## src/rtl/tlg_pkg.sv

```systemverilog
package tlg_pkg;

   // Default grid size.
   localparam int DEF_GRID_WIDTH  = 8;
   localparam int DEF_GRID_HEIGHT = 8;

   // Fixed field widths.
   localparam int CMD_W   = 2;
   localparam int INDEX_W = 3;
   localparam int BITS_W  = 8;
   localparam int DATA_W  = 8;
   localparam int POP_W   = 7;
   localparam int LIMIT_W = 8;

   // Command codes.
   localparam logic [CMD_W-1:0] CMD_LOAD = CMD_W'(0);
   localparam logic [CMD_W-1:0] CMD_STEP = CMD_W'(1);
   localparam logic [CMD_W-1:0] CMD_READ = CMD_W'(2);

   localparam logic [LIMIT_W-1:0] STAG_LIMIT_RESET = LIMIT_W'(20);
   localparam logic [POP_W-1:0]   POP_MAX          = POP_W'(127);
   localparam logic [LIMIT_W-1:0] STAG_MAX         = LIMIT_W'(255);

   // Controls for the rotating column store.
   typedef struct packed {
      logic shift;
      logic first;
      logic last;
      logic advance;
      logic load_here;
   } ring_ctrl_type;

   // Controls for the population counter.
   typedef struct packed {
      logic clear;
      logic accumulate;
      logic sum;
   } pop_ctrl_type;

endpackage

```

## src/rtl/toroidal_life_generation_core.sv

```systemverilog
// Toroidal Life generation core. The grid of GRID_WIDTH columns by
// GRID_HEIGHT rows wraps at every edge and is kept as a ring of column
// registers that rotates one column per clock while it scans or updates.
// Every transaction first rotates the whole ring once to count live cells
// per row and to load or read the addressed column, then shifts the row
// counts into a total, then, for a step, decides on stagnation and restart.
// A step that advances the grid rotates the ring a second time, computing
// one new column per cycle from its two neighbors with one B3/S23 cell per
// row. A finished result waits in the response register while the next
// request is taken. The reported population is that of the grid before the
// transaction, saturated at 127. The stagnation limit may be written only
// while the core is idle.
module toroidal_life_generation_core #(
   parameter int GRID_WIDTH  = tlg_pkg::DEF_GRID_WIDTH,
   parameter int GRID_HEIGHT = tlg_pkg::DEF_GRID_HEIGHT
) (
   input  logic                          clock,
   input  logic                          reset,
   input  logic                          req_valid,
   output logic                          req_ready,
   input  logic [tlg_pkg::CMD_W-1:0]     req_command,
   input  logic [tlg_pkg::INDEX_W-1:0]   req_column_index,
   input  logic [tlg_pkg::BITS_W-1:0]    req_column_bits,
   output logic                          rsp_valid,
   input  logic                          rsp_ready,
   output logic [tlg_pkg::DATA_W-1:0]    rsp_column_data,
   output logic [tlg_pkg::POP_W-1:0]     rsp_population,
   output logic                          rsp_restart_needed,
   input  logic                          csr_wr_en,
   input  logic [tlg_pkg::LIMIT_W-1:0]   csr_wr_data
);
   import tlg_pkg::*;

   localparam int MAX_WH = (GRID_WIDTH > GRID_HEIGHT) ? GRID_WIDTH : GRID_HEIGHT;
   localparam int CNT_W  = $clog2(MAX_WH);
   localparam int TOT_W  = $clog2(GRID_WIDTH * GRID_HEIGHT + 1);
   localparam int CMP_W  = (CNT_W > INDEX_W) ? CNT_W : INDEX_W;
   localparam int PW     = (TOT_W > POP_W) ? TOT_W : POP_W;
   localparam int COL_W  = (GRID_HEIGHT > BITS_W) ? GRID_HEIGHT : BITS_W;

   typedef enum logic [2:0] {
      ST_IDLE,
      ST_SCAN,
      ST_SUM,
      ST_DECIDE,
      ST_UPDATE,
      ST_REPLY
   } state_type;

   state_type              state_ff, state_in;
   logic [CNT_W-1:0]       count_ff, count_in;
   logic [CMD_W-1:0]       cmd_ff, cmd_in;
   logic [INDEX_W-1:0]     index_ff, index_in;
   logic [BITS_W-1:0]      bits_ff, bits_in;
   logic [DATA_W-1:0]      read_data_ff, read_data_in;
   logic [POP_W-1:0]       pop_ff, pop_in;
   logic                   restart_ff, restart_in;
   logic [POP_W-1:0]       prev_pop_ff, prev_pop_in;
   logic                   prev_valid_ff, prev_valid_in;
   logic [LIMIT_W-1:0]     stag_ff, stag_in;
   logic [LIMIT_W-1:0]     limit_ff, limit_in;
   logic                   rsp_valid_ff, rsp_valid_in;
   logic [DATA_W-1:0]      rsp_data_ff, rsp_data_in;
   logic [POP_W-1:0]       rsp_pop_ff, rsp_pop_in;
   logic                   rsp_restart_ff, rsp_restart_in;

   ring_ctrl_type          ring_ctrl;
   pop_ctrl_type           pop_ctrl;
   logic [GRID_HEIGHT-1:0] head_column;
   logic [GRID_HEIGHT-1:0] load_column;
   logic [COL_W-1:0]       bits_wide, head_wide;
   logic [TOT_W-1:0]       total;
   logic [PW-1:0]          total_wide;
   logic [POP_W-1:0]       pop_sat;
   logic [LIMIT_W-1:0]     stag_next;
   logic                   restart_now;
   logic                   last_column, last_row, index_hit, req_take;

   // Loaded bits above the grid height are dropped; a column shorter than
   // the output field reads back zero-extended.
   assign bits_wide   = COL_W'(bits_ff);
   assign load_column = bits_wide[GRID_HEIGHT-1:0];
   assign head_wide   = COL_W'(head_column);

   assign last_column = (count_ff == CNT_W'(GRID_WIDTH - 1));
   assign last_row    = (count_ff == CNT_W'(GRID_HEIGHT - 1));
   // The ring position never reaches GRID_WIDTH, so an index beyond the
   // grid never matches: such a load is ignored and such a read gives zero.
   assign index_hit   = (CMP_W'(count_ff) == CMP_W'(index_ff));

   assign req_ready = (state_ff == ST_IDLE);
   assign req_take  = req_valid && req_ready;

   assign total_wide = PW'(total);
   assign pop_sat    = (total_wide > PW'(POP_MAX)) ? POP_MAX : total_wide[POP_W-1:0];

   // A repeated population extends the stagnation run; anything else
   // breaks it.
   always_comb begin
      if (prev_valid_ff && (pop_sat == prev_pop_ff)) begin
         stag_next = (stag_ff == STAG_MAX) ? stag_ff : stag_ff + LIMIT_W'(1);
      end else begin
         stag_next = '0;
      end
   end
   assign restart_now = (pop_sat == '0) || (stag_next > limit_ff);

   always_comb begin
      ring_ctrl.shift     = (state_ff == ST_SCAN) || (state_ff == ST_UPDATE);
      ring_ctrl.first     = (count_ff == '0);
      ring_ctrl.last      = last_column;
      ring_ctrl.advance   = (state_ff == ST_UPDATE);
      ring_ctrl.load_here = (state_ff == ST_SCAN) && (cmd_ff == CMD_LOAD) && index_hit;
      pop_ctrl.clear      = req_take;
      pop_ctrl.accumulate = (state_ff == ST_SCAN);
      pop_ctrl.sum        = (state_ff == ST_SUM);
   end

   always_comb begin
      state_in       = state_ff;
      count_in       = count_ff;
      cmd_in         = cmd_ff;
      index_in       = index_ff;
      bits_in        = bits_ff;
      read_data_in   = read_data_ff;
      pop_in         = pop_ff;
      restart_in     = restart_ff;
      prev_pop_in    = prev_pop_ff;
      prev_valid_in  = prev_valid_ff;
      stag_in        = stag_ff;
      limit_in       = csr_wr_en ? csr_wr_data : limit_ff;
      rsp_valid_in   = rsp_valid_ff && !rsp_ready;
      rsp_data_in    = rsp_data_ff;
      rsp_pop_in     = rsp_pop_ff;
      rsp_restart_in = rsp_restart_ff;

      unique case (state_ff)
         ST_IDLE: begin
            if (req_valid) begin
               cmd_in       = req_command;
               index_in     = req_column_index;
               bits_in      = req_column_bits;
               read_data_in = '0;
               count_in     = '0;
               state_in     = ST_SCAN;
            end
         end
         ST_SCAN: begin
            if ((cmd_ff == CMD_READ) && index_hit) begin
               read_data_in = head_wide[DATA_W-1:0];
            end
            if (last_column) begin
               count_in = '0;
               state_in = ST_SUM;
            end else begin
               count_in = count_ff + CNT_W'(1);
            end
         end
         ST_SUM: begin
            if (last_row) begin
               count_in = '0;
               state_in = ST_DECIDE;
            end else begin
               count_in = count_ff + CNT_W'(1);
            end
         end
         ST_DECIDE: begin
            pop_in     = pop_sat;
            restart_in = 1'b0;
            state_in   = ST_REPLY;
            if (cmd_ff == CMD_STEP) begin
               prev_pop_in = pop_sat;
               if (restart_now) begin
                  restart_in    = 1'b1;
                  prev_valid_in = 1'b0;
                  stag_in       = '0;
               end else begin
                  prev_valid_in = 1'b1;
                  stag_in       = stag_next;
                  state_in      = ST_UPDATE;
               end
            end
         end
         ST_UPDATE: begin
            if (last_column) begin
               count_in = '0;
               state_in = ST_REPLY;
            end else begin
               count_in = count_ff + CNT_W'(1);
            end
         end
         ST_REPLY: begin
            if (!rsp_valid_ff || rsp_ready) begin
               rsp_valid_in   = 1'b1;
               rsp_data_in    = read_data_ff;
               rsp_pop_in     = pop_ff;
               rsp_restart_in = restart_ff;
               state_in       = ST_IDLE;
            end
         end
         default: begin
            state_in = ST_IDLE;
         end
      endcase
   end

   always_ff @(posedge clock) begin
      if (reset) begin
         state_ff      <= ST_IDLE;
         count_ff      <= '0;
         prev_pop_ff   <= '0;
         prev_valid_ff <= 1'b0;
         stag_ff       <= '0;
         limit_ff      <= STAG_LIMIT_RESET;
         rsp_valid_ff  <= 1'b0;
      end else begin
         state_ff      <= state_in;
         count_ff      <= count_in;
         prev_pop_ff   <= prev_pop_in;
         prev_valid_ff <= prev_valid_in;
         stag_ff       <= stag_in;
         limit_ff      <= limit_in;
         rsp_valid_ff  <= rsp_valid_in;
      end
      cmd_ff         <= cmd_in;
      index_ff       <= index_in;
      bits_ff        <= bits_in;
      read_data_ff   <= read_data_in;
      pop_ff         <= pop_in;
      restart_ff     <= restart_in;
      rsp_data_ff    <= rsp_data_in;
      rsp_pop_ff     <= rsp_pop_in;
      rsp_restart_ff <= rsp_restart_in;
   end

   assign rsp_valid          = rsp_valid_ff;
   assign rsp_column_data    = rsp_data_ff;
   assign rsp_population     = rsp_pop_ff;
   assign rsp_restart_needed = rsp_restart_ff;

   tlg_column_ring #(
      .GRID_WIDTH  (GRID_WIDTH),
      .GRID_HEIGHT (GRID_HEIGHT)
   ) u_ring (
      .clock       (clock),
      .reset       (reset),
      .ring_ctrl   (ring_ctrl),
      .load_column (load_column),
      .head_column (head_column)
   );

   tlg_pop_counter #(
      .GRID_WIDTH  (GRID_WIDTH),
      .GRID_HEIGHT (GRID_HEIGHT)
   ) u_pop (
      .clock       (clock),
      .pop_ctrl    (pop_ctrl),
      .head_column (head_column),
      .total       (total)
   );

   // An accepted transaction always starts with a pass around the ring.
   a_accept_starts_scan : assert property (@(posedge clock) disable iff (reset)
      req_take |=> state_ff == ST_SCAN)
      else $error("accepted transaction did not start the column scan");

   // The grid only advances right after a step that left history valid.
   a_update_has_history : assert property (@(posedge clock) disable iff (reset)
      state_ff == ST_UPDATE |-> prev_valid_ff)
      else $error("grid advancing without a recorded generation");

   // A new response appears only out of the reply state.
   a_response_from_reply : assert property (@(posedge clock) disable iff (reset)
      $rose(rsp_valid_ff) |-> $past(state_ff == ST_REPLY))
      else $error("response raised outside the reply state");

   // A restart comes only from a step, which never returns column data.
   a_restart_no_data : assert property (@(posedge clock) disable iff (reset)
      rsp_valid_ff && rsp_restart_ff |-> rsp_data_ff == '0)
      else $error("restart response carries column data");

endmodule

```

## src/rtl/tlg_column_ring.sv

```systemverilog
module tlg_column_ring #(
   parameter int GRID_WIDTH  = tlg_pkg::DEF_GRID_WIDTH,
   parameter int GRID_HEIGHT = tlg_pkg::DEF_GRID_HEIGHT
) (
   input  logic                    clock,
   input  logic                    reset,
   input  tlg_pkg::ring_ctrl_type  ring_ctrl,
   input  logic [GRID_HEIGHT-1:0]  load_column,
   output logic [GRID_HEIGHT-1:0]  head_column
);
   import tlg_pkg::*;

   logic [GRID_HEIGHT-1:0] column_ff [GRID_WIDTH];
   logic [GRID_HEIGHT-1:0] column_in [GRID_WIDTH];
   logic [GRID_HEIGHT-1:0] left_ff, left_in;
   logic [GRID_HEIGHT-1:0] first_ff, first_in;
   logic [GRID_HEIGHT-1:0] left_column, right_column, fresh_column, tail_column;

   assign head_column = column_ff[0];

   // The column that left the head last cycle is the left neighbor; at the
   // first position the left neighbor is still sitting at the tail. The
   // original first column is kept aside as the right neighbor of the last.
   assign left_column  = ring_ctrl.first ? column_ff[GRID_WIDTH-1] : left_ff;
   assign right_column = ring_ctrl.last ? first_ff : column_ff[1];

   for (genvar y = 0; y < GRID_HEIGHT; y++) begin : g_cell
      localparam int YU = (y + GRID_HEIGHT - 1) % GRID_HEIGHT;
      localparam int YD = (y + 1) % GRID_HEIGHT;
      logic [3:0] neighbors;
      assign neighbors = 4'(left_column[YU]) + 4'(left_column[y]) + 4'(left_column[YD])
                       + 4'(head_column[YU]) + 4'(head_column[YD])
                       + 4'(right_column[YU]) + 4'(right_column[y])
                       + 4'(right_column[YD]);
      assign fresh_column[y] = head_column[y] ? (neighbors == 4'd2 || neighbors == 4'd3)
                                              : (neighbors == 4'd3);
   end

   always_comb begin
      if (ring_ctrl.advance) begin
         tail_column = fresh_column;
      end else if (ring_ctrl.load_here) begin
         tail_column = load_column;
      end else begin
         tail_column = head_column;
      end
      for (int i = 0; i < GRID_WIDTH; i++) begin
         column_in[i] = column_ff[i];
      end
      left_in  = left_ff;
      first_in = first_ff;
      if (ring_ctrl.shift) begin
         for (int i = 0; i < GRID_WIDTH - 1; i++) begin
            column_in[i] = column_ff[i+1];
         end
         column_in[GRID_WIDTH-1] = tail_column;
         left_in = head_column;
         if (ring_ctrl.first) begin
            first_in = head_column;
         end
      end
   end

   always_ff @(posedge clock) begin
      if (reset) begin
         for (int i = 0; i < GRID_WIDTH; i++) begin
            column_ff[i] <= '0;
         end
      end else begin
         for (int i = 0; i < GRID_WIDTH; i++) begin
            column_ff[i] <= column_in[i];
         end
      end
      left_ff  <= left_in;
      first_ff <= first_in;
   end

endmodule

```

## src/rtl/tlg_pop_counter.sv

```systemverilog
module tlg_pop_counter #(
   parameter int GRID_WIDTH  = tlg_pkg::DEF_GRID_WIDTH,
   parameter int GRID_HEIGHT = tlg_pkg::DEF_GRID_HEIGHT
) (
   input  logic                                          clock,
   input  tlg_pkg::pop_ctrl_type                         pop_ctrl,
   input  logic [GRID_HEIGHT-1:0]                        head_column,
   output logic [$clog2(GRID_WIDTH*GRID_HEIGHT+1)-1:0]   total
);
   import tlg_pkg::*;

   localparam int ROW_W = $clog2(GRID_WIDTH + 1);
   localparam int TOT_W = $clog2(GRID_WIDTH * GRID_HEIGHT + 1);

   logic [ROW_W-1:0] row_ff [GRID_HEIGHT];
   logic [ROW_W-1:0] row_in [GRID_HEIGHT];
   logic [TOT_W-1:0] total_ff, total_in;

   assign total = total_ff;

   // Each row lane counts one bit per column as the grid rotates past; the
   // lanes are then shifted out one per cycle into the total.
   always_comb begin
      for (int y = 0; y < GRID_HEIGHT; y++) begin
         row_in[y] = row_ff[y];
      end
      total_in = total_ff;
      if (pop_ctrl.clear) begin
         for (int y = 0; y < GRID_HEIGHT; y++) begin
            row_in[y] = '0;
         end
         total_in = '0;
      end else if (pop_ctrl.accumulate) begin
         for (int y = 0; y < GRID_HEIGHT; y++) begin
            row_in[y] = row_ff[y] + ROW_W'(head_column[y]);
         end
      end else if (pop_ctrl.sum) begin
         for (int y = 0; y < GRID_HEIGHT - 1; y++) begin
            row_in[y] = row_ff[y+1];
         end
         row_in[GRID_HEIGHT-1] = '0;
         total_in = total_ff + TOT_W'(row_ff[0]);
      end
   end

   always_ff @(posedge clock) begin
      for (int y = 0; y < GRID_HEIGHT; y++) begin
         row_ff[y] <= row_in[y];
      end
      total_ff <= total_in;
   end

endmodule

```

## config.mk

```make
export PLATFORM = sky130hd
export DESIGN_NAME = toroidal_life_generation_core
export DESIGN_NICKNAME = d
export VERILOG_FILES = /design/src/rtl/tlg_pkg.sv /design/src/rtl/toroidal_life_generation_core.sv /design/src/rtl/tlg_column_ring.sv /design/src/rtl/tlg_pop_counter.sv
export SDC_FILE = /design/constraint.sdc
export NUM_CORES = 1
export LEC_CHECK = 0
export ABC_AREA = 1
export BUFFER_PORTS_ARGS = -buffer_cell sky130_fd_sc_hd__buf_2
export CAP_MARGIN = 0
export CORE_AREA = 2 2 160 162
export CTS_BUF_LIST = sky130_fd_sc_hd__clkbuf_2 sky130_fd_sc_hd__clkbuf_4 sky130_fd_sc_hd__clkbuf_8
export DETAILED_ROUTE_END_ITERATION = 16
export DIE_AREA = 0 0 162 164
export GPL_ROUTABILITY_DRIVEN = 0
export PLACE_DENSITY_LB_ADDON = 0.25
export SYNTH_ARGS = -nofsm -noshare
export SYNTH_HDL_FRONTEND = slang
export SYNTH_SLANG_ARGS = --single-unit
```

## constraint.sdc

```tcl
create_clock -name clock -period 4.1 [get_ports clock]
set_input_delay 0.41 -clock clock [delete_from_list [all_inputs] [get_ports clock]]
set_output_delay 0.41 -clock clock [all_outputs]
set_load 0.02 [all_outputs]
```

==> key figures <==
Yosys
  – Mapped Area: 0.00975 mm²
  – Compound-Gate Fraction of Synth Area: 13.3%
  – Share of flip-flops with an asynchronous set or reset: 0%
  – Cell taking the most area after synthesis: dfxtp_1
  – Adder-cell share of the synthesized area: 14.0%
  – Count of unique library cells instantiated by Yosys: 43
  – Largest family of logic cells by synthesized area: simple AND/OR/NAND/NOR gates
  – Mux contribution to synthesized area: 1.03%
  – Syn Area/Cell: 8.78 µm²
  – Synth Warn #: 0
  – Sequential-to-total area share from yosys stat: a little under half
  – XOR/XNOR Fraction of Synth Area: 1.89%
  – Post-synth EDFFs: 61
  – Simple-gate area share of the yosys netlist: 16.2%
  – Post-Syn Instances: 1111
  – Largest cells by area after synthesis: dfxtp_1, edfxtp_1, ha_1, fa_1, nand2_1
  – Register bit count reported by yosys: 195
  – Ys flop type: dfxtp_1
  – Post-Synthesis Net Count: 1226
  – Yosys top cell area share: ~28%

Cells and area
  – Fin util: 44.1%
  – Most common cell after layout, fill and taps aside: nand2_1
  – Nets@finish: 1269
  – Layout cell share with drive strength beyond 1: between 15 and 20%
  – Most frequent cells in the layout: nand2_1, nor2_1, dfxtp_1
  – Fillcell total: 2445
  – Ant. Diodes: 0
  – Area grow syn2layout: 12.3%
  – Layout Cells excl Fill: 1497
  – Finished Cell Area: 0.0110 mm²

Global routing
  – Largest net degree at the start of global routing: 68
  – First-pass GRT wire length: 34.8 mm
  – Gr ovfl total: 0
  – Gr usage total: between 10% and 20%
  – Vias in the first global route: 6739
  – Initial antenna violation count: 0

Run status
  – Status: finished clean

Clocking
  – Root Driver: clkbuf_8
  – Clk_lat worst skew: 0.49 ns
  – TritonCTS clock tree: yes
  – Clock buffer depth: 2
  – Cts hold-fix bufs: 0
  – CTS buffer count: 17
  – Sinks on Clock Net: 195
  – Clk slew on worst S/H paths: 0.11 ns
  – Max H-tree Level: 4

Floorplan
  – Core Footprint: 0.0248 mm²
  – Die Ht: roughly 160 µm
  – Initial Util: about two fifths
  – Die area: 0.0266 mm²
  – Cell Rows: 58
  – IO Count: 44
  – Die Width: approximately 160 µm

Timing
  – Worst slew pin tran: 0.996 ns
  – Hold Worst Slack: 0.0878 ns
  – Period minus WS final: between 3 and 4 ns
  – Fin Clk Skew: 0.0116 ns
  – Upper clock frequency limit: 0.252 GHz
  – Final setup vio count: 0
  – Setup TNS: 0 ns
  – Final Hold Fails: 0
  – RSZ-0062 raised after global routing: true
  – Slew headroom: 33.6%
  – Crit share post-route: between 90% and 100%
  – Fin. max-slew vios: 0
  – Final worst slack: approximately 0.13 ns

Worst setup path
  – Buf/Inv on CP: 5
  – WP data arrival: 4.39 ns
  – Cells along the critical path: inv_1 -> ha_2 -> nand2_4 -> buf_12 -> mux2_4 -> ha_1 -> inv_1 -> fa_1 -> fa_1 -> inv_1 -> fa_2 -> inv_1 -> fa_1 -> a211oi_2 -> nand2_1 -> nor2_1 -> a21oi_1 -> a21oi_2
  – Crit path max fanout: 7
  – CP Capture Type: flip-flop
  – CP required: 4.52 ns
  – Kind of critical path: reg2reg
  – R2R cell count: 18
  – Worst path max stage delay: 0.50 ns
  – Top cell by count, worst path: inv_1
  – Critical Path Source Type: flip-flop
  – CP max stage cell: fa_1
  – Critical path's top delay family: adder cells
  – Worst path depth: 18

Placed design
  – Post-placement cell area: ~0.010 mm²
  – IO Port Bufs: 43
  – Placed cell count: 1460
  – Dpl hpwl: between 10 and 15 mm
  – Place WS: -0.0730 ns

Pwr
  – Final Total Pwr: 8.51 mW
  – VDD IR max: around 0.32 mV
  – Pwr Density: a little under 800 mW/mm²
  – Leak: 4.46 nW

Drt
  – DR vias: approximately 7300
  – DR vias/cell: around 4.9
  – DR iter-0 viols: slightly above 500
  – Post-DRT Antenna Nets: 0
  – Routed WL: 21.4 mm
  – First-pass detailed-route iteration total: 7
  – Per-cell routed wire length: 14.3 µm
  – Post-route DRC: 0

Worst hold path
  – Hold/Removal Path Class: in2reg
  – Hold Crit Depth: 1

Run
  – MaxCap Viol Count: 0
==> path summary, 6_finish.rpt <==
check	from	endpoint	slack [ns]
worst max-delay path	count_ff[0]	u_ring.column_ff[3][13]	0.13
worst min-delay path	req_column_bits[2]	bits_ff[2]	0.09
worst max register to register	count_ff[0]	u_ring.column_ff[3][13]	0.13
worst min register to register	pop_ff[4]	rsp_population[4]	0.43
==> cell type report <==
type                            count  area, µm²  share of cell area, %
Sequential cell                   195       4520                   41.2
Tap cell                          330        413                   3.77
Inverter                          126        479                   4.37
Multi-Input combinational cell    740       4690                   42.8
Clock buffer                       17        234                   2.14
Clock inverter                     15        166                   1.52
Timing Repair Buffer               74        460                   4.20
==> power breakdown <==
group	leakage (nW)	switching (mW)	internal, mW	total, mW
clock	0.201	0.780	0.511	1.29
combinational	2.59	2.60	1.70	4.30
sequential	1.67	0.341	2.58	2.92
total	4.46	3.72	4.78	8.51
==> cell families after synthesis <==
group	after synthesis
AOI/OAI and AO/OA	234
buffers and inverters	176
xor gates and xnor gates	21
muxes	9
adders and majority gates	89
DFF	195
and+or+nand+nor	387
==> routing by layer <==
layer	GRT usage [%]	up-vias	wire (µm)
li1	-	3738	-
met1	22.9	3426	10400
met2	26.8	153	9870
met3	2.35	21	851
met4	5.63	0	302
met5	0	-	0
==> state kept, by name, summed over array words and instances (netlist names), 2 cells and up <==
signal            flops
u_ring.column_ff     64
u_pop.row_ff         32
bits_ff               8
limit_ff              8
read_data_ff          8
rsp_column_data       8
stag_ff               8
u_ring.first_ff       8
u_ring.left_ff        8
pop_ff                7
prev_pop_ff           7
rsp_population        7
u_pop.total           7
count_ff              3
index_ff              3
state_ff              3
cmd_ff                2
==> cell usage after synthesis (9+ instances only) <==
| cell | number |
|---|---|
| xor2_1 | 15 |
| inv_1 | 114 |
| a211oi_1 | 9 |
| fa_1 | 33 |
| a31oi_1 | 34 |
| nand3_1 | 20 |
| o21ai_0 | 96 |
| a21oi_1 | 75 |
| dfxtp_1 | 134 |
| buf_2 | 15 |
| clkbuf_1 | 27 |
| ha_1 | 56 |
| nand2_1 | 165 |
| edfxtp_1 | 61 |
| nor2_1 | 164 |
==> worst register-to-register path: stages, from the launching register on <==
cell,delay [ns]
dfxtp_2,0.35
inv_1,0.05
ha_2,0.19
nand2_4,0.10
buf_12,0.14
mux2_4,0.34
ha_1,0.28
inv_1,0.05
fa_1,0.47
fa_1,0.50
inv_1,0.05
fa_2,0.34
inv_1,0.08
fa_1,0.42
a211oi_2,0.19
nand2_1,0.06
nor2_1,0.08
a21oi_1,0.06
a21oi_2,0.15
==> repair_timing <==
action,4_1_cts,5_1_grt
endpoints found under the hold margin,0,0
buffers inserted,0,5
pin swaps,1,16
endpoints found under the setup margin,8,8
resized for setup,4,41
Note: power is estimated with default switching activity, not from simulation.
